## src/rtl/cba_pkg.sv

```systemverilog
package cba_pkg;

   localparam int NUM_BLOCKS    = 4096;
   localparam int BLOCK_PAYLOAD = 4090;

   localparam int BLK_W   = 12;
   localparam int BYTES_W = 24;
   localparam int STEP_W  = $clog2(NUM_BLOCKS) + 1;

   // free bitmap is stored as rows of MAP_W bits, one bit per block
   localparam int MAP_W     = 64;
   localparam int MAP_BIT_W = $clog2(MAP_W);
   localparam int MAP_ROWS  = NUM_BLOCKS / MAP_W;
   localparam int ROW_W     = $clog2(MAP_ROWS);

   localparam logic [1:0] FUNC_APPEND = 2'd0;
   localparam logic [1:0] FUNC_FREE   = 2'd1;
   localparam logic [1:0] FUNC_NEXT   = 2'd2;

   typedef struct packed {
      logic             rd;
      logic             wr;
      logic [ROW_W-1:0] row;
      logic [MAP_W-1:0] wdata;
   } map_req_type;

   // lowest set bit position; 0 when none is set
   function automatic logic [MAP_BIT_W-1:0] find_first(input logic [MAP_W-1:0] v);
      logic [MAP_BIT_W-1:0] pos;
      pos = '0;
      for (int i = MAP_W - 1; i >= 0; i--) begin
         if (v[i]) pos = MAP_BIT_W'(i);
      end
      return pos;
   endfunction

endpackage

```

## src/rtl/cba_ram.sv

```systemverilog
module cba_ram #(
   parameter int WIDTH = 8,
   parameter int DEPTH = 16
) (
   input  logic                     clock,
   input  logic                     wr_en,
   input  logic [$clog2(DEPTH)-1:0] wr_addr,
   input  logic [WIDTH-1:0]         wr_data,
   input  logic                     rd_en,
   input  logic [$clog2(DEPTH)-1:0] rd_addr,
   output logic [WIDTH-1:0]         rd_data
);

   logic [WIDTH-1:0] mem [DEPTH];

   always_ff @(posedge clock) begin
      if (wr_en) mem[wr_addr] <= wr_data;
      if (rd_en) rd_data <= mem[rd_addr];
   end

endmodule

```

## src/rtl/cba_map.sv

```systemverilog
// Free bitmap: row memory, per-row written flags and per-row any-free summary.
module cba_map (
   input  logic                          clock,
   input  logic                          reset,
   input  cba_pkg::map_req_type          req,
   output logic [cba_pkg::MAP_W-1:0]     rdata,
   output logic                          any_free,
   output logic [cba_pkg::ROW_W-1:0]     free_row
);

   logic [cba_pkg::MAP_ROWS-1:0] valid_ff;
   logic [cba_pkg::MAP_ROWS-1:0] has_free_ff;
   logic [cba_pkg::ROW_W-1:0]    rd_row_ff;
   logic                         rd_valid_ff;
   logic [cba_pkg::MAP_W-1:0]    ram_rdata;
   logic [cba_pkg::MAP_W-1:0]    reset_row;

   cba_ram #(
      .WIDTH(cba_pkg::MAP_W),
      .DEPTH(cba_pkg::MAP_ROWS)
   ) u_map_ram (
      .clock  (clock),
      .wr_en  (req.wr),
      .wr_addr(req.row),
      .wr_data(req.wdata),
      .rd_en  (req.rd),
      .rd_addr(req.row),
      .rd_data(ram_rdata)
   );

   always_ff @(posedge clock) begin
      if (reset) begin
         valid_ff    <= '0;
         has_free_ff <= '1;
      end else if (req.wr) begin
         valid_ff[req.row]    <= 1'b1;
         has_free_ff[req.row] <= |req.wdata;
      end
   end

   always_ff @(posedge clock) begin
      if (req.rd) begin
         rd_row_ff   <= req.row;
         rd_valid_ff <= valid_ff[req.row];
      end
   end

   // unwritten rows read as the reset pattern; block 0 is never free
   assign reset_row = (rd_row_ff == '0) ? ~cba_pkg::MAP_W'(1) : '1;
   assign rdata     = rd_valid_ff ? ram_rdata : reset_row;
   assign any_free  = |has_free_ff;
   assign free_row  = cba_pkg::ROW_W'(cba_pkg::find_first(cba_pkg::MAP_W'(has_free_ff)));

endmodule

```

## config.mk

```make
export PLATFORM = sky130hd
export DESIGN_NAME = cba_map
export DESIGN_NICKNAME = d
export VERILOG_FILES = /design/src/rtl/cba_pkg.sv /design/src/rtl/cba_ram.sv /design/src/rtl/cba_map.sv
export SDC_FILE = /design/constraint.sdc
export NUM_CORES = 2
export LEC_CHECK = 0
export BUFFER_PORTS_ARGS = -buffer_cell sky130_fd_sc_hd__buf_2
export CAP_MARGIN = 15
export CORE_AREA = 4 4 823 580
export DETAILED_ROUTE_END_ITERATION = 12
export DIE_AREA = 0 0 827 584
export GPL_TIMING_DRIVEN = 0
export RECOVER_POWER = 25
export SYNTH_ARGS = -nofsm -noshare
export SYNTH_HDL_FRONTEND = slang
export SYNTH_HIERARCHICAL = 1
export SYNTH_SLANG_ARGS = --single-unit
```

## constraint.sdc

```tcl
create_clock -name clock -period 5.25 [get_ports clock]
set_input_delay 0.2625 -clock clock [delete_from_list [all_inputs] [get_ports clock]]
set_output_delay 0.2625 -clock clock [all_outputs]
set_load 0.01 [all_outputs]
```

; ---- Yosys cells after proc, flatten, opt, wreduce, memory -nomap -nowiden
; Memory sizes are Yosys's and may differ from the RTL's. A register that Yosys moved wholly into a read port is not among the register bits.
; Index checks and enable logic that the tools add are counted.
[op_classes]
n_lt_le_gt_ge = 2
n_mux = 73
bitwise = 1
reduce_logical = 4
[ops]
columns = op, n
row1 = 6-bit 2-to-1 mux, 64
row2 = 64-bit OR reduction, 2
row3 = 64-bit bitwise mux, 1
row4 = 64-bit 2-to-1 mux, 1
row5 = 64-bit OR, 1
row6 = 6-bit by 7-bit < comparator with 1-bit output (second input constant), 1
row7 = 1-bit binary-select mux with 6-bit select, 1
row8 = 1-bit demux with 6-bit select, 1
row9 = 6-bit by 1-bit >= comparator with 1-bit output (second input constant), 1
row10 = 6-bit logical NOT, 1
row11 = 1-bit 2-to-1 mux, 5
row12 = 1-bit logical AND, 1
[totals]
ff_bits = 135
ramBits = 4096
in_bits = 74
output_inout_bits = 71
wordCells = 85
n_memories = 1
[memory_table]
columns = name, words, width, read_ports, rd_clocked_by_memory_dff, wr, line_no
row1 = u_map_ram.mem, 64, 64, 1, 1, 1, cba_ram.sv:14  ; logic [WIDTH-1:0] mem [DEPTH];

; ---- Longest topological paths before layout
[depth]
word_depth = 64
ltp_mapped = 9
ltp_nobuf = 6

; ---- Modules after synthesis
; The synthesis kept the hierarchy.
[by_module_without_submodules]
columns = mod, instances, cells_per_inst, area_each_um2, seq_area_each_um2
row1 = cba_ram, 1, 6598, 156989.3, 124919.8
row2 = cba_map, 1, 830, 6652.6, 2772.7

; ---- Least setup slack after synthesis
; Ideal clock, no wire load.
[synth_timing]
kind = in2reg
from = input req[67] in the netlist's numbering
to = memory u_map_ram/mem[48][0] in the netlist's numbering, enable pin
setup_ns = 0.564
arrival_ns = 5.134
required_time_ns = 4.686
path_slack_ns = -0.448
path_stages = 4
path_buffers = 1
path_cell_list = clkbuf_1 -> nor2b_1 -> nand4b_1 -> nor3_1
[synth_rtl]
columns = element, line_no
row1 = from (decl), cba_map.sv:5  ; input cba_pkg::map_req_type req,
row2 = to (decl), cba_ram.sv:14
; Straight into the memory's write port.

==> results.sh <==
export IMPL_status="finished with violations"
export IMPL_violations="max-capacitance violations, max-slew violations, negative setup slack"
export IMPL_drc=0
export IMPL_cap_viol_max_count=49
export IMPL_grt_pass1_vias=83412
export IMPL_avgSynthCellArea_um2=22.0
export IMPL_start_util=0.348
export IMPL_min_path_type="input pin to register"
export IMPL_drtIter0Drc=13870
export IMPL_yosysWarnings=6
export IMPL_hold_violations=0
export IMPL_fin_crit_ns=5.43
export IMPL_viasPerCell=5.74
export IMPL_synthFlopType="edfxtp_1"
export IMPL_syn_nets=7502
export IMPL_detail_route_wl_per_cell_um=32.7
export IMPL_max_stage_delay_ns=1.15
export IMPL_syn_inst=7428
export IMPL_ant_nets=0
export IMPL_dpl_instance_area_um2=178000
export IMPL_skew_ns=0.0883
export IMPL_critPathKind="input pin to register"
export IMPL_grt_overflow_total=0
export IMPL_layout_nets=8396
export IMPL_setup_violations=1
export IMPL_design_area_um2=191000
export IMPL_worstPathCellList="dlygate4sd3_1, buf_2, clkbuf_1, nand2_1, clkbuf_1, o22ai_1, a31oi_1, a211oi_1"
export IMPL_yosys_area_top_type="edfxtp_1"
export IMPL_fillers=40777
export IMPL_drive_gt1_frac=0.260
export IMPL_die_y_um=584
export IMPL_netlist_area_um2=164000
export IMPL_seq_area_frac_synth=0.780
export IMPL_dp_hpwl_um=335000
export IMPL_numCtsBuffers=396
export IMPL_first_pass_iters=6
export IMPL_grt_pass1_wl_um=670000
export IMPL_clock_fmax_ghz=0.184
export IMPL_cts_tree="built"
export IMPL_cp_common_cell="clkbuf_1"
export IMPL_start_kind="input pin"
export IMPL_ir_worst_vdd_v=0.000331
export IMPL_grt_max_degree=66
export IMPL_p_per_area_nw_per_um2=369
export IMPL_crit_slowest_cell="o22ai_1"
export IMPL_path_max_fanout=10
export IMPL_port_buffers=143
export IMPL_dieArea_um2=483000
export IMPL_worstSetupEndpointType="register"
export IMPL_rows=211
export IMPL_power_leakage_uw=0.0591
export IMPL_worstPathArrival_ns=6.06
export IMPL_coreArea_um2=470000
export IMPL_crit_family="compound AO/OA/AOI/OAI gates"
export IMPL_grt_use_total=0.198
export IMPL_htreeDepth=5
export IMPL_fin_util=0.407
export IMPL_synth_top_cell_area_share=0.765
export IMPL_clockBufferDepth=4
export IMPL_clock_sink_count=4295
export IMPL_async_flop_share=0
export IMPL_ys_types=55
export IMPL_area_delta_synth_final_pct=16.9
export IMPL_via_count=85940
export IMPL_ios=145
export IMPL_layout_setup_ws_ns=-0.176
export IMPL_ys_seq_elements=4295
export IMPL_crit_required_ns=5.88
export IMPL_max_slew_margin=-1.42
export IMPL_grt_setup_unrepaired="false"
export IMPL_fin_crit_sh=1.03
export IMPL_wirelength_um=489000
export IMPL_antenna_found_initial=49
export IMPL_slew_viol_final=2283
export IMPL_layout_common_cells="edfxtp_1 (4167), mux4_2 (1032), clkbuf_16 (405)"
export IMPL_final_common_cell="edfxtp_1"
export IMPL_die_x_um=827
export IMPL_clockRootBuffer="clkbuf_16"
export IMPL_cts_setup_buffers=0
export IMPL_synth_edff_count=4167
export IMPL_synthTopCellsByArea="edfxtp_1 (76%), mux4_2 (14%), dfxtp_1 (1.6%), mux2i_1 (0.84%), a22oi_1 (0.79%)"
export IMPL_clock_latency_ns=0.97
export IMPL_worst_pin_slew_ns=3.64
export IMPL_path_clk_slew_ns=0.06
export IMPL_gp_congestion=0.861
export IMPL_critPathBufInv=4
==> report_power, final <==
group / switching (uW) / internal [uW]
clock: 12600 / 16000
combinational: 2770 / 1320
sequential: 66.2 / 37900
==> per-stage QoR <==
stage               instances  hold WS, ns  power (uW)  setup slack, ns  TNS [ns]
finish                  14967        0.156       70600           -0.176    -0.176
CTS                     14854       0.0264       70900            0.369         0
global placement        13854        0.443       42400            -3.58         -
global route            14926        0.129       72700            0.156         0
detailed placement      14098        0.456       42600          -0.0634   -0.0914
floorplan                7428        0.361       40500            0.957         0
==> synthesized netlist by cell type, types with 3 or more instances <==
library cell / count
inv_1: 35
a211oi_1: 66
o21ai_0: 9
mux4_2: 1032
a41oi_1: 26
mux2_2: 8
a31oi_1: 23
a211o_1: 64
nand2_1: 140
nand3_1: 53
nand3b_1: 3
mux2i_1: 138
a2bb2oi_1: 19
nor3b_1: 5
and3b_1: 3
o22ai_1: 84
and2_1: 4
o31ai_1: 7
buf_1: 24
a22o_1: 88
or3_1: 30
o221ai_1: 39
nor2_1: 285
clkbuf_1: 180
edfxtp_1: 4167
nand4_1: 7
or4_1: 7
a22oi_1: 173
or2_2: 28
a21oi_1: 86
nor3_1: 15
nor4_1: 28
buf_6: 12
and3_1: 67
nor2b_1: 33
dfxtp_1: 128
nand2b_1: 78
buf_4: 34
buf_2: 178
==> path summary, 6_finish.rpt <==
| path | start | endpoint | slack (ns) | cells past startpoint |
|---|---|---|---|---|
| min | reset | valid_ff[14] | 0.16 | 3 |
| max | req[68] | u_map_ram/rd_data[38] | -0.18 | 8 |
| min reg2reg | valid_ff[61] | valid_ff[61] | 0.47 | 2 |
| max reg2reg | u_map_ram/mem[62][38] | u_map_ram/rd_data[38] | 1.94 | 5 |
==> flip-flops by register name (all words and copies together) (netlist names) <==
signal             cells
valid_ff              64
rd_row_ff              6
rd_valid_ff            1
u_map_ram/rd_data     64
has_free_ff           64
u_map_ram/mem       4096
==> worst register-to-register path, stage by stage, from the launching register on <==
cell and delay [ns]:
edfxtp_1 0.33, mux4_2 0.23, mux2i_1 0.12, o22ai_1 1.05
a31oi_1 0.49, a211oi_1 0.83
==> logic make-up after synthesis <==
logic type	Yosys count	share of synthesized area
DFF	4295	0.780
buffers and inverters	463	0.0133
AOI/OAI and AO/OA	700	0.0318
and+or+nand+nor	792	0.0236
muxes	1178	0.151
==> routing by layer <==
layer | track usage | vias to the layer above | wire, um
li1 | - | 33342 | -
met1 | 0.289 | 46110 | 198000
met2 | 0.277 | 5636 | 206000
met3 | 0.0695 | 836 | 68600
met4 | 0.0607 | 16 | 16900
met5 | 0 | - | 182
==> cell type report <==
| cell class | instances | area, um^2 | share of cell area |
|---|---|---|---|
| diodes | 46 | 115 | 0.000602 |
| well taps | 6283 | 7860 | 0.0411 |
| multi-input cells | 2670 | 34300 | 0.179 |
| flip-flops and latches | 4295 | 128000 | 0.668 |
| inverters | 35 | 131 | 0.000687 |
| clock inverters | 206 | 2020 | 0.0105 |
| clock buffers | 508 | 10600 | 0.0553 |
| plain buffers | 428 | 2060 | 0.0108 |
| repair buffers | 496 | 6540 | 0.0342 |
==> timing repair <==
action,in CTS,in global routing
endpoints found under the hold margin,1117,1038
resized for setup,0,0
hold buffers,42,29
endpoints found under the setup margin,0,0
No activity file was read; power rests on OpenSTA's default activity.
