**src/rtl/cba_ram.sv**
```systemverilog
module cba_ram #(
   parameter int WIDTH = 8,
   parameter int DEPTH = 16
) (
   input  logic                     clock,
   input  logic                     wr_en,
   input  logic [$clog2(DEPTH)-1:0] wr_addr,
   input  logic [WIDTH-1:0]         wr_data,
   input  logic                     rd_en,
   input  logic [$clog2(DEPTH)-1:0] rd_addr,
   output logic [WIDTH-1:0]         rd_data
);

   logic [WIDTH-1:0] mem [DEPTH];

   always_ff @(posedge clock) begin
      if (wr_en) mem[wr_addr] <= wr_data;
      if (rd_en) rd_data <= mem[rd_addr];
   end

endmodule

```
**config.mk**
```make
export PLATFORM = sky130hd
export DESIGN_NAME = cba_ram
export DESIGN_NICKNAME = d
export VERILOG_FILES = /design/src/rtl/cba_ram.sv
export SDC_FILE = /design/constraint.sdc
export NUM_CORES = 1
export LEC_CHECK = 0
export ABC_AREA = 1
export ABC_CLOCK_PERIOD_IN_PS = 1090
export BUFFER_PORTS_ARGS = -buffer_cell sky130_fd_sc_hd__clkbuf_2
export CAP_MARGIN = 15
export CORE_UTILIZATION = 40
export CTS_CLUSTER_SIZE = 25
export DETAILED_ROUTE_END_ITERATION = 8
export PLACE_DENSITY_LB_ADDON = 0.15
export REMOVE_ABC_BUFFERS = 1
export SLEW_MARGIN = 20
export SYNTH_ARGS = -nofsm -noshare
export SYNTH_HDL_FRONTEND = slang
export SYNTH_SLANG_ARGS = --single-unit
```
**constraint.sdc**
```tcl
create_clock -name clock -period 1.09 [get_ports clock]
set_input_delay 0.0545 -clock clock [delete_from_list [all_inputs] [get_ports clock]]
set_output_delay 0.0545 -clock clock [all_outputs]
set_load 0.01 [all_outputs]
```
== Word-level counts from Yosys, hierarchy flattened ==
Memories as Yosys holds them, arrays and structs flattened. A register that Yosys moved wholly into a read port is not among the register bits.
Index checks and enable logic that the tools add are counted.
Storage, ports and cells
  register bits after elaboration: 0
  bits in latches: 0
  RAM bits: 128
  bits in read-only memories: 0
  bits of input ports: 19
  memories kept: 1
Operators by class
  $add $sub $neg: 0
  $mul: 0
  divide/modulo/power cells: 0
  magnitude comparators: 0
  eq/ne operators: 0
  shifts and indexed selects: 0
  muxes and demuxes: 2
  bitwise operators: 0
  reductions and logical operators: 0
Memories
  mem: depth 16, bits a word 8, read ports 1, clocked after memory_dff 1, wr ports 1, RTL line 14  | logic [WIDTH-1:0] mem [DEPTH];
Operator list (number)
  $mux 1: 2

== Depth between registers and ports, before layout ==
Gate-level depths: netlist (run 1).
  depth in word-level cells: 2
  gate-level depth with buffers: 8
  gate-level depth less buffers: 7

== Worst setup path after synthesis (run 1) ==
OpenSTA, ideal clock, no wires.
  path kind: input-to-reg
  from: in wr_addr[3]
  to: mem mem[4][0] (enable)
  setup time: 0.370 ns
  arrival: 0.635 ns
  data required time: 0.720 ns
  slack: 0.085 ns
  stages on the path: 2
  path buffers: 0
  cells stage by stage: nand3b_1 -> nor2_1
RTL lines
  start: declaration: RTL line 7  | input logic [$clog2(DEPTH)-1:0] wr_addr,
  end: declaration: RTL line 14
Straight into the memory's write port.

==> results_dict.tcl, run 1 <==
set metrics [dict create \
    finalMaxSlewViolations 0 \
    r2r_cells 6 \
    worstSetupPathType "reg -> reg" \
    finalCritPeriodShare 1.00 \
    cp_common_cell "nand3_2" \
    cts.sinks 136 \
    postSynthCellCount 551 \
    placed_cell_area_sq_um 6380 \
    crit_fanout 1 \
    dp_hpwl_microns 8890 \
    cp.arrival_ns 1.26 \
    max_freq_mhz 917 \
    finClkSkew_ns 0.00752 \
    clockBufferDepth 2 \
    intPower_uw 9270 \
    critPathBufInv 1 \
    total_power_uw 11800 \
    violations "setup timing" \
    rows 43 \
    syn_area_sq_um 5850 \
    period_minus_slack_ns 1.09 \
    grt_usage 0.200 \
    worstMarginPinSlew_ns 0.449 \
    maxCapViolCount 0 \
    start_util 0.415 \
    synth_edf_count 136 \
    overflow 0 \
    status "finished, violations left" \
    netlist.area_leader.share 0.698 \
    ys_ff_latch 136 \
    seqPwrFrac 0.502 \
    p_sw_uw 2550 \
    powerDensity_nw_per_um2 1670 \
    setup_violations 1 \
    synthTopCellsByArea "edfxtp_1, nand2_1, nand3_1, inv_1, buf_6" \
    yosysWarnings 0 \
    dr.pass1.iters 5 \
    die_w_microns 123 \
    clk_latency_ns 0.42 \
    yosysUniqueCellTypes 11 \
    syn_avg_cell_area_sq_um 10.6 \
    yosys.area.top_type "edfxtp_1" \
    drc_errors 0 \
    p_leak_uw 0.00305 \
    diodes 0 \
    nFillCells 1273 \
    htreeDepth 4 \
    ant_nets 0 \
    syn2layout_area_growth_pct 21.0 \
    grt_first_pass_wirelength_microns 21100 \
    final_hold_viol_count 0 \
    startpoint_type "flop" \
    ios 27 \
    numPortBuffers 26 \
    design_area_sq_um 7070 \
    critPathTopFamily "simple AND/OR/NAND/NOR gates" \
    vdd_drop_max_uv 1160 \
    post-synth-top-count-cell "nand2_1" \
    crit_required_ns 1.26 \
    slowest_delay_ns 0.35 \
    finalWorstSetupSlack_ns -0.000123 \
    crit_path_end_kind "flop" \
    numCtsBuffers 17 \
    synthArstFlopShare 0 \
    root_buffer "clkbuf_16" \
    cts.reportedPaths.clkPinSlew_ns 0.05 \
    drive_gt1_frac 0.196 \
    hp-class "in -> reg" \
    synth_commonest_cells "nand2_1, edfxtp_1, inv_1" \
    cts_tree "done" \
    finish.net_count 623 \
    dieArea_sq_um 15100 \
    cts_setup_buffers 0 \
    rsz0062_at_grt "yes" \
    fp.dieH_microns 123 \
    wl_microns 13500 \
    num_vias 3826 \
    wl_per_cell_microns 17.0 \
    combPwrFrac 0.072 \
    place_congestion 0.768 \
    switching_share 0.216 \
    drt_iter0_drc 342 \
    relSlewSlack 0.701 \
    core_area_sq_um 14100 \
    viasPerCell 4.81 \
    synth-main-ff-cell "edfxtp_1" \
    cp.depth 6 \
    grt_pass1_vias 3739 \
    crit_chain "inv_1, nand2_1, nand3_2, nand3_2, nand3_2, nand2_2" \
    antenna_found_initial 0 \
    cpMaxStageDelayCell "edfxtp_1" \
    p_clk_frac 0.426 \
    yosysSeqAreaShare 0.698 \
    grt_max_degree 35 \
    whs_path_depth 1 \
]
## sequential cells by signal, summed over array words and instances, names as in the netlist
| signal | count |
|---|---|
| mem | 128 |
| rd_data | 8 |
## worst register-to-register path: stages, from the launching register on
cell	delay [ns]
edfxtp_1	0.35
inv_1	0.07
nand2_1	0.06
nand3_2	0.09
nand3_2	0.10
nand3_2	0.10
nand2_2	0.07
## power by group through the flow
stage	Combinational [uW]	Clock (uW)	Sequential [uW]
floorplan	316	0	6040
global placement	780	0	6040
detailed placement	792	0	6040
CTS	820	5120	5940
global route	933	5330	5940
finish	847	5040	5940
## area by class of cell
cell class	instances	area, sq um	area share
flip-flops and latches	136	4080	0.577
multi-input cells	289	1400	0.198
repair buffers	58	470	0.0665
clock buffers	25	455	0.0644
inverters	102	383	0.0541
well taps	180	225	0.0318
clock inverters	6	51.3	0.00725
## timing repair
action,CTS,global route
hold buffers,0,0
setup endpoints to repair,7,10
pin swaps,5,24
resized for setup,15,26
## per-layer routing
layer / routed length (microns) / global-route usage / vias to the layer above
li1: - / - / 1889
met1: 6370 / 0.273 / 1832
met2: 6270 / 0.305 / 81
met3: 603 / 0.0452 / 24
met4: 294 / 0.0930 / 0
met5: 0 / 0 / -
## path summary, 6_finish.rpt
kind / startpoint / to / slack, ns
min reg2reg: mem[10][0]$_DFFE_PP_ / rd_data[0]$_DFFE_PP_ / 0.75
max reg2reg: mem[1][5]$_DFFE_PP_ / rd_data[5]$_DFFE_PP_ / -0.0001
max: mem[1][5]$_DFFE_PP_ / rd_data[5]$_DFFE_PP_ / -0.0001
min: rd_en / rd_data[1]$_DFFE_PP_ / 0.06
## metrics by stage
stage	TNS (ns)	hold slack (ns)	utilization	setup WS, ns	instances
detailed placement	-1.47	0.480	0.452	-0.198	765
global placement	-1.31	0.480	0.452	-0.183	765
global route	-0.236	0.0667	0.502	-0.0424	796
finish	-0.000123	0.0576	0.502	-0.000123	796
floorplan	-0.625	0.153	-	-0.0851	527
CTS	-0.00261	0.0429	0.493	-0.00261	796
## logic make-up (layout without fill, tap and decap cells)
| group | after synthesis | in the layout | share of synthesized area |
|---|---|---|---|
| buffers and inverters | 126 | 191 | 0.0939 |
| flip-flops | 136 | 136 | 0.698 |
| AND/OR/NAND/NOR | 289 | 289 | 0.208 |
## cell usage in the layout, fill, tap and decap left out, drive strengths merged
cell type / synthesis / routed
nand2: 173 / 173
edfxtp: 136 / 136
clkinv: 0 / 5
nand3b: 2 / 2
inv: 102 / 102
nor2: 17 / 17
clkbuf: 0 / 51
buf: 24 / 32
bufinv: 0 / 1
nand3: 97 / 97
No activity file was read; power rests on OpenSTA's default activity.
==> inputs of run 2 (changes only) <==
--- a/config.mk
+++ b/config.mk
@@ -6,10 +6,10 @@
 export NUM_CORES = 1
 export LEC_CHECK = 0
 export ABC_AREA = 1
-export ABC_CLOCK_PERIOD_IN_PS = 1090
+export ABC_CLOCK_PERIOD_IN_PS = 1200
 export BUFFER_PORTS_ARGS = -buffer_cell sky130_fd_sc_hd__clkbuf_2
 export CAP_MARGIN = 15
-export CORE_UTILIZATION = 40
+export CORE_UTILIZATION = 60
 export CTS_CLUSTER_SIZE = 25
 export DETAILED_ROUTE_END_ITERATION = 8
 export PLACE_DENSITY_LB_ADDON = 0.15
==> constraint.sdc (replaced) <==
create_clock -name clock -period 1.2 [get_ports clock]
set_input_delay 0.06 -clock clock [delete_from_list [all_inputs] [get_ports clock]]
set_output_delay 0.06 -clock clock [all_outputs]
set_load 0.01 [all_outputs]
==> run 2 against run 1 <==
Against the previous run:
- via count up 3.2%
- count of clock-buffer cells in the layout down 5
- clock skew about the same
- largest power group unchanged
- sequential power is 9.3% lower
- the run now ends clean
- setup slack improved by 0.053 ns
- worst hold slack worse by 0.032 ns
- non-clock buffer count shrank 3
- sequential cell count did not move
- design area shrank 3.4%
==> results_dict.tcl, run 2 (synthesis gave the netlist of run 1 again) <==
set metrics [dict create \
    ant_nets 0 \
    largest_reg_flops 128 \
    place_congestion 0.846 \
    nFillCells 662 \
    crit_path_end_kind "output pin" \
    finalWorstSetupSlack_ns 0.0526 \
    setup_violations 0 \
    dp_slack_ns -0.0726 \
    design_area_sq_um 6840 \
    critPathBufInv 1 \
    vdd_drop_max_uv 931 \
    final_cell_mix "nand2_1, edfxtp_1, inv_1, nand3_1, clkbuf_2" \
    critPathTopFamily "flip-flops" \
    grt_first_pass_wirelength_microns 20600 \
    num_vias 3948 \
    cts_tree "done" \
    numPortBuffers 26 \
    powerDensity_nw_per_um2 1640 \
    diodes 0 \
    cts.reportedPaths.clkPinSlew_ns 0.06 \
    clk_latency_ns 0.52 \
    tns_ns 0 \
    wl_per_cell_microns 17.4 \
    whs_path_depth 1 \
    top_regs "mem x128, rd_data x8" \
    rows 35 \
    regToRegStartpoint "mem[7][1]$_DFFE_PP_" \
    hold_end "mem[4][2]$_DFFE_PP_" \
    finalMaxSlewViolations 0 \
    multi_input_area_sq_um 1220 \
    finClkSkew_ns 0.00735 \
    startpoint_type "flop" \
    crit_chain "clkbuf_2" \
    start_util 0.627 \
    rsz0062_at_grt "no" \
    syn2layout_area_growth_pct 16.9 \
    drive_gt1_frac 0.132 \
    antenna_found_initial 0 \
    final_hold_viol_count 0 \
    relSlewSlack 0.616 \
    core_area_sq_um 9330 \
    grt_max_degree 33 \
    worstSetupPathType "reg -> out" \
    r2r_slack_ns 0.06 \
    grt_pass1_vias 3877 \
    htreeDepth 4 \
    grt_usage 0.285 \
    hp-start "wr_data[2]" \
    r2r-end "rd_data[1]$_DFFE_PP_" \
    fp.dieH_microns 101 \
    clockBufferDepth 2 \
    drt_iter0_drc 413 \
    finish.net_count 620 \
    drc_errors 0 \
    maxCapViolCount 0 \
    regArea_sq_um 4080 \
    max_freq_mhz 872 \
    worstMarginPinSlew_ns 0.576 \
    dieArea_sq_um 10100 \
    cp.arrival_ns 1.09 \
    cts.sinks 136 \
    hp-class "in -> reg" \
    r2r_cells 6 \
    instances_no_fill 742 \
    mostFrequentLayoutCell "nand2_1" \
    wl_microns 12900 \
    root_buffer "clkbuf_8" \
    dp_hpwl_microns 7980 \
    period_minus_slack_ns 1.15 \
    crit_required_ns 1.14 \
    placed_cell_area_sq_um 6220 \
    die_w_microns 101 \
    crit_fanout 1 \
    regMostFlops "mem" \
    cpMaxStageDelayCell "edfxtp_1" \
    final_util 0.733 \
    overflow 0 \
    finalCritPeriodShare 0.956 \
    status "complete, no violations" \
    slowest_delay_ns 0.42 \
    numCtsBuffers 17 \
    dr.pass1.iters 5 \
    p_leak_uw 0.00298 \
    dp.cells 709 \
    ios 27 \
    viasPerCell 5.32 \
]
## run 2: layout make-up
cell class / count / share of cell area
Clock inverter: 11 / 0.0227
Multi-Input combinational cell: 289 / 0.179
Tap cell: 129 / 0.0236
Timing Repair Buffer: 55 / 0.0589
Clock buffer: 20 / 0.0622
Sequential cell: 136 / 0.597
Inverter: 102 / 0.0560
## run 2: layer usage
| layer | vias to the layer above | track usage | share of wire |
|---|---|---|---|
| met2 | 191 | 0.437 | 0.48 |
| met1 | 1851 | 0.394 | 0.41 |
| met4 | 0 | 0.120 | 0.027 |
| li1 | 1878 | - | - |
| met3 | 28 | 0.0687 | 0.078 |
| met5 | - | 0 | 0 |
## run 2: metrics by stage
step,power (uW),hold slack (ns)
2_1_floorplan,5770,0.159
3_3_place_gp,6140,0.423
3_5_place_dp,6160,0.431
4_1_cts,11200,0.0301
5_1_grt,11500,0.0526
6_report,11200,0.0255
## run 2: power by group
group	switching, uW	internal [uW]	total, uW
clock	1780	3330	5100
combinational	473	215	688
sequential	35.1	5360	5390
total	2280	8900	11200
## run 2: timing repair
item                                    CTS  global route
setup buffers                             0             0
hold buffers                              2             0
endpoints found under the setup margin    0             1
gates resized for setup                   0             2
endpoints found under the hold margin     9             0
## run 2: worst max path at each step
| stage | startpoint | endpoint | slack [ns] | cells after the start |
|---|---|---|---|---|
| floorplan | rd_addr[0] | rd_data[2]$_DFFE_PP_ | 0.02 | 6 |
| global placement | rd_addr[1] | rd_data[6]$_DFFE_PP_ | -0.04 | 6 |
| detailed placement | rd_addr[0] | rd_data[5]$_DFFE_PP_ | -0.07 | 8 |
| CTS | mem[15][5]$_DFFE_PP_ | rd_data[5]$_DFFE_PP_ | 0.02 | 6 |
| global route | mem[7][1]$_DFFE_PP_ | rd_data[1]$_DFFE_PP_ | 0.0009 | 6 |
| finish | rd_data[3]$_DFFE_PP_ | rd_data[3] | 0.05 | 1 |
==> inputs of run 3 (changes only) <==
--- a/config.mk
+++ b/config.mk
@@ -9,10 +9,12 @@
 export ABC_CLOCK_PERIOD_IN_PS = 1200
 export BUFFER_PORTS_ARGS = -buffer_cell sky130_fd_sc_hd__clkbuf_2
 export CAP_MARGIN = 15
+export CORE_ASPECT_RATIO = 1.5
 export CORE_UTILIZATION = 60
 export CTS_CLUSTER_SIZE = 25
 export DETAILED_ROUTE_END_ITERATION = 8
 export PLACE_DENSITY_LB_ADDON = 0.15
+export RECOVER_POWER = 25
 export REMOVE_ABC_BUFFERS = 1
 export SLEW_MARGIN = 20
 export SYNTH_ARGS = -nofsm -noshare
==> run 3 against run 2 <==
Against the previous run:
- setup slack worse by 0.0020 ns
- routed wire length grew 1.7%
- fmax fell by 0.17%
- count of clock-buffer cells in the layout shrank 3
- die area is essentially flat
- critical path depth increased by 5
- non-clock buffer count is 4 lower
- sequential cell count is the same
- combinational power barely moved
- global-route usage up 0.98 points
- clock skew shrank 0.00079 ns
- sequential power is essentially flat
- largest power group is now clock
==> results_dict.tcl, run 3 (synthesis gave the netlist of run 1 again) <==
set metrics [dict create \
    finClkSkew_ns 0.00656 \
    status "complete, no violations" \
    largest_reg_flops 128 \
    slowest_delay_ns 0.35 \
    drc_errors 0 \
    finalMaxSlewViolations 0 \
    final_hold_viol_count 0 \
    finalCritPeriodShare 0.958 \
    numCtsBuffers 17 \
    place_congestion 0.845 \
    root_buffer "clkbuf_16" \
    relSlewSlack 0.433 \
    ant_nets 0 \
    dp_slack_ns -0.114 \
    cts_tree "done" \
    placed_cell_area_sq_um 6190 \
    maxCapViolCount 0 \
    design_area_sq_um 6910 \
    cts.sinks 136 \
    num_vias 3943 \
    dr.pass1.iters 5 \
    crit_fanout 1 \
    drive_gt1_frac 0.138 \
    nFillCells 654 \
    rows 43 \
    numPortBuffers 26 \
    core_area_sq_um 9360 \
    start_util 0.625 \
    grt_pass1_vias 3852 \
    regArea_sq_um 4080 \
    die_w_microns 82.6 \
    overflow 0 \
    wl_per_cell_microns 18.2 \
    worstSetupPathType "reg -> reg" \
    cpMaxStageDelayCell "edfxtp_1" \
    crit_chain "inv_1, nand2_1, nand3_1, nand3_2, nand3_1, nand2_1" \
    critPathTopFamily "simple AND/OR/NAND/NOR gates" \
    finalWorstSetupSlack_ns 0.0506 \
    diodes 0 \
    tns_ns 0 \
    htreeDepth 4 \
    grt_first_pass_wirelength_microns 20100 \
    clockBufferDepth 2 \
    viasPerCell 5.46 \
    final_cell_mix "nand2_1, edfxtp_1, inv_1, nand3_1, buf_4" \
    multi_input_area_sq_um 1260 \
    cts_setup_buffers 0 \
    rsz0062_at_grt "no" \
    startpoint_type "flop" \
    fp.dieH_microns 123 \
    p_leak_uw 0.00301 \
    cts.reportedPaths.clkPinSlew_ns 0.06 \
    mostFrequentLayoutCell "nand2_1" \
    clk_latency_ns 0.42 \
    grt_max_degree 38 \
    r2r_slack_ns 0.05 \
    setup_violations 0 \
    antenna_found_initial 0 \
    final_util 0.738 \
    top_regs "mem x128, rd_data x8" \
    dieArea_sq_um 10200 \
    dp_hpwl_microns 8000 \
    grt_usage 0.295 \
    wl_microns 13100 \
    finish.net_count 616 \
    hp-class "in -> reg" \
    cp.arrival_ns 1.32 \
    drt_iter0_drc 316 \
    critPathBufInv 1 \
    vdd_drop_max_uv 1290 \
    crit_path_end_kind "flop" \
    period_minus_slack_ns 1.15 \
    max_freq_mhz 870 \
    syn2layout_area_growth_pct 18.1 \
    crit_required_ns 1.37 \
    powerDensity_nw_per_um2 1750 \
    ios 27 \
    regMostFlops "mem" \
    worstMarginPinSlew_ns 0.850 \
]
run 3: metrics by stage:
stage | hold slack, ns | std cells | power (uW)
floorplan | 0.159 | 527 | 5770
global placement | 0.478 | 690 | 6130
detailed placement | 0.476 | 690 | 6150
CTS | 0.0494 | 722 | 12100
global route | 0.138 | 722 | 12400
finish | 0.139 | 722 | 12100
run 3: metal layers:
layer  wire, microns  share of wire  vias to the layer above  track usage
met4             633          0.048                        0        0.206
met3             752          0.057                       40       0.0605
met2            6670           0.51                      161        0.467
li1                -              -                     1875            -
met5               0              0                        -            0
met1            5100           0.39                     1867        0.356
run 3: timing repair:
item	CTS	global route
resized for setup	0	9
setup endpoints to repair	0	6
hold buffers	0	0
run 3: final cells by class:
type | instances | share of cell area
Clock buffer | 17 | 0.0616
Clock inverter | 15 | 0.0370
Inverter | 102 | 0.0554
Multi-Input combinational cell | 289 | 0.182
Sequential cell | 136 | 0.591
Tap cell | 112 | 0.0203
Timing Repair Buffer | 51 | 0.0520
run 3: where the power goes:
| part | switching (uW) | internal, uW | leakage (uW) |
|---|---|---|---|
| Combinational | 477 | 207 | 0.00145 |
| Clock | 1910 | 4070 | 0.000325 |
| Sequential | 30.4 | 5360 | 0.00124 |
run 3: final timing paths:
check | end | from | cells past startpoint
worst min register to register | rd_data[6]$_DFFE_PP_ | mem[10][6]$_DFFE_PP_ | 6
worst max register to register | rd_data[5]$_DFFE_PP_ | mem[6][5]$_DFFE_PP_ | 6
worst min-delay path | rd_data[4]$_DFFE_PP_ | rd_en | 1
worst max-delay path | rd_data[5]$_DFFE_PP_ | mem[6][5]$_DFFE_PP_ | 6
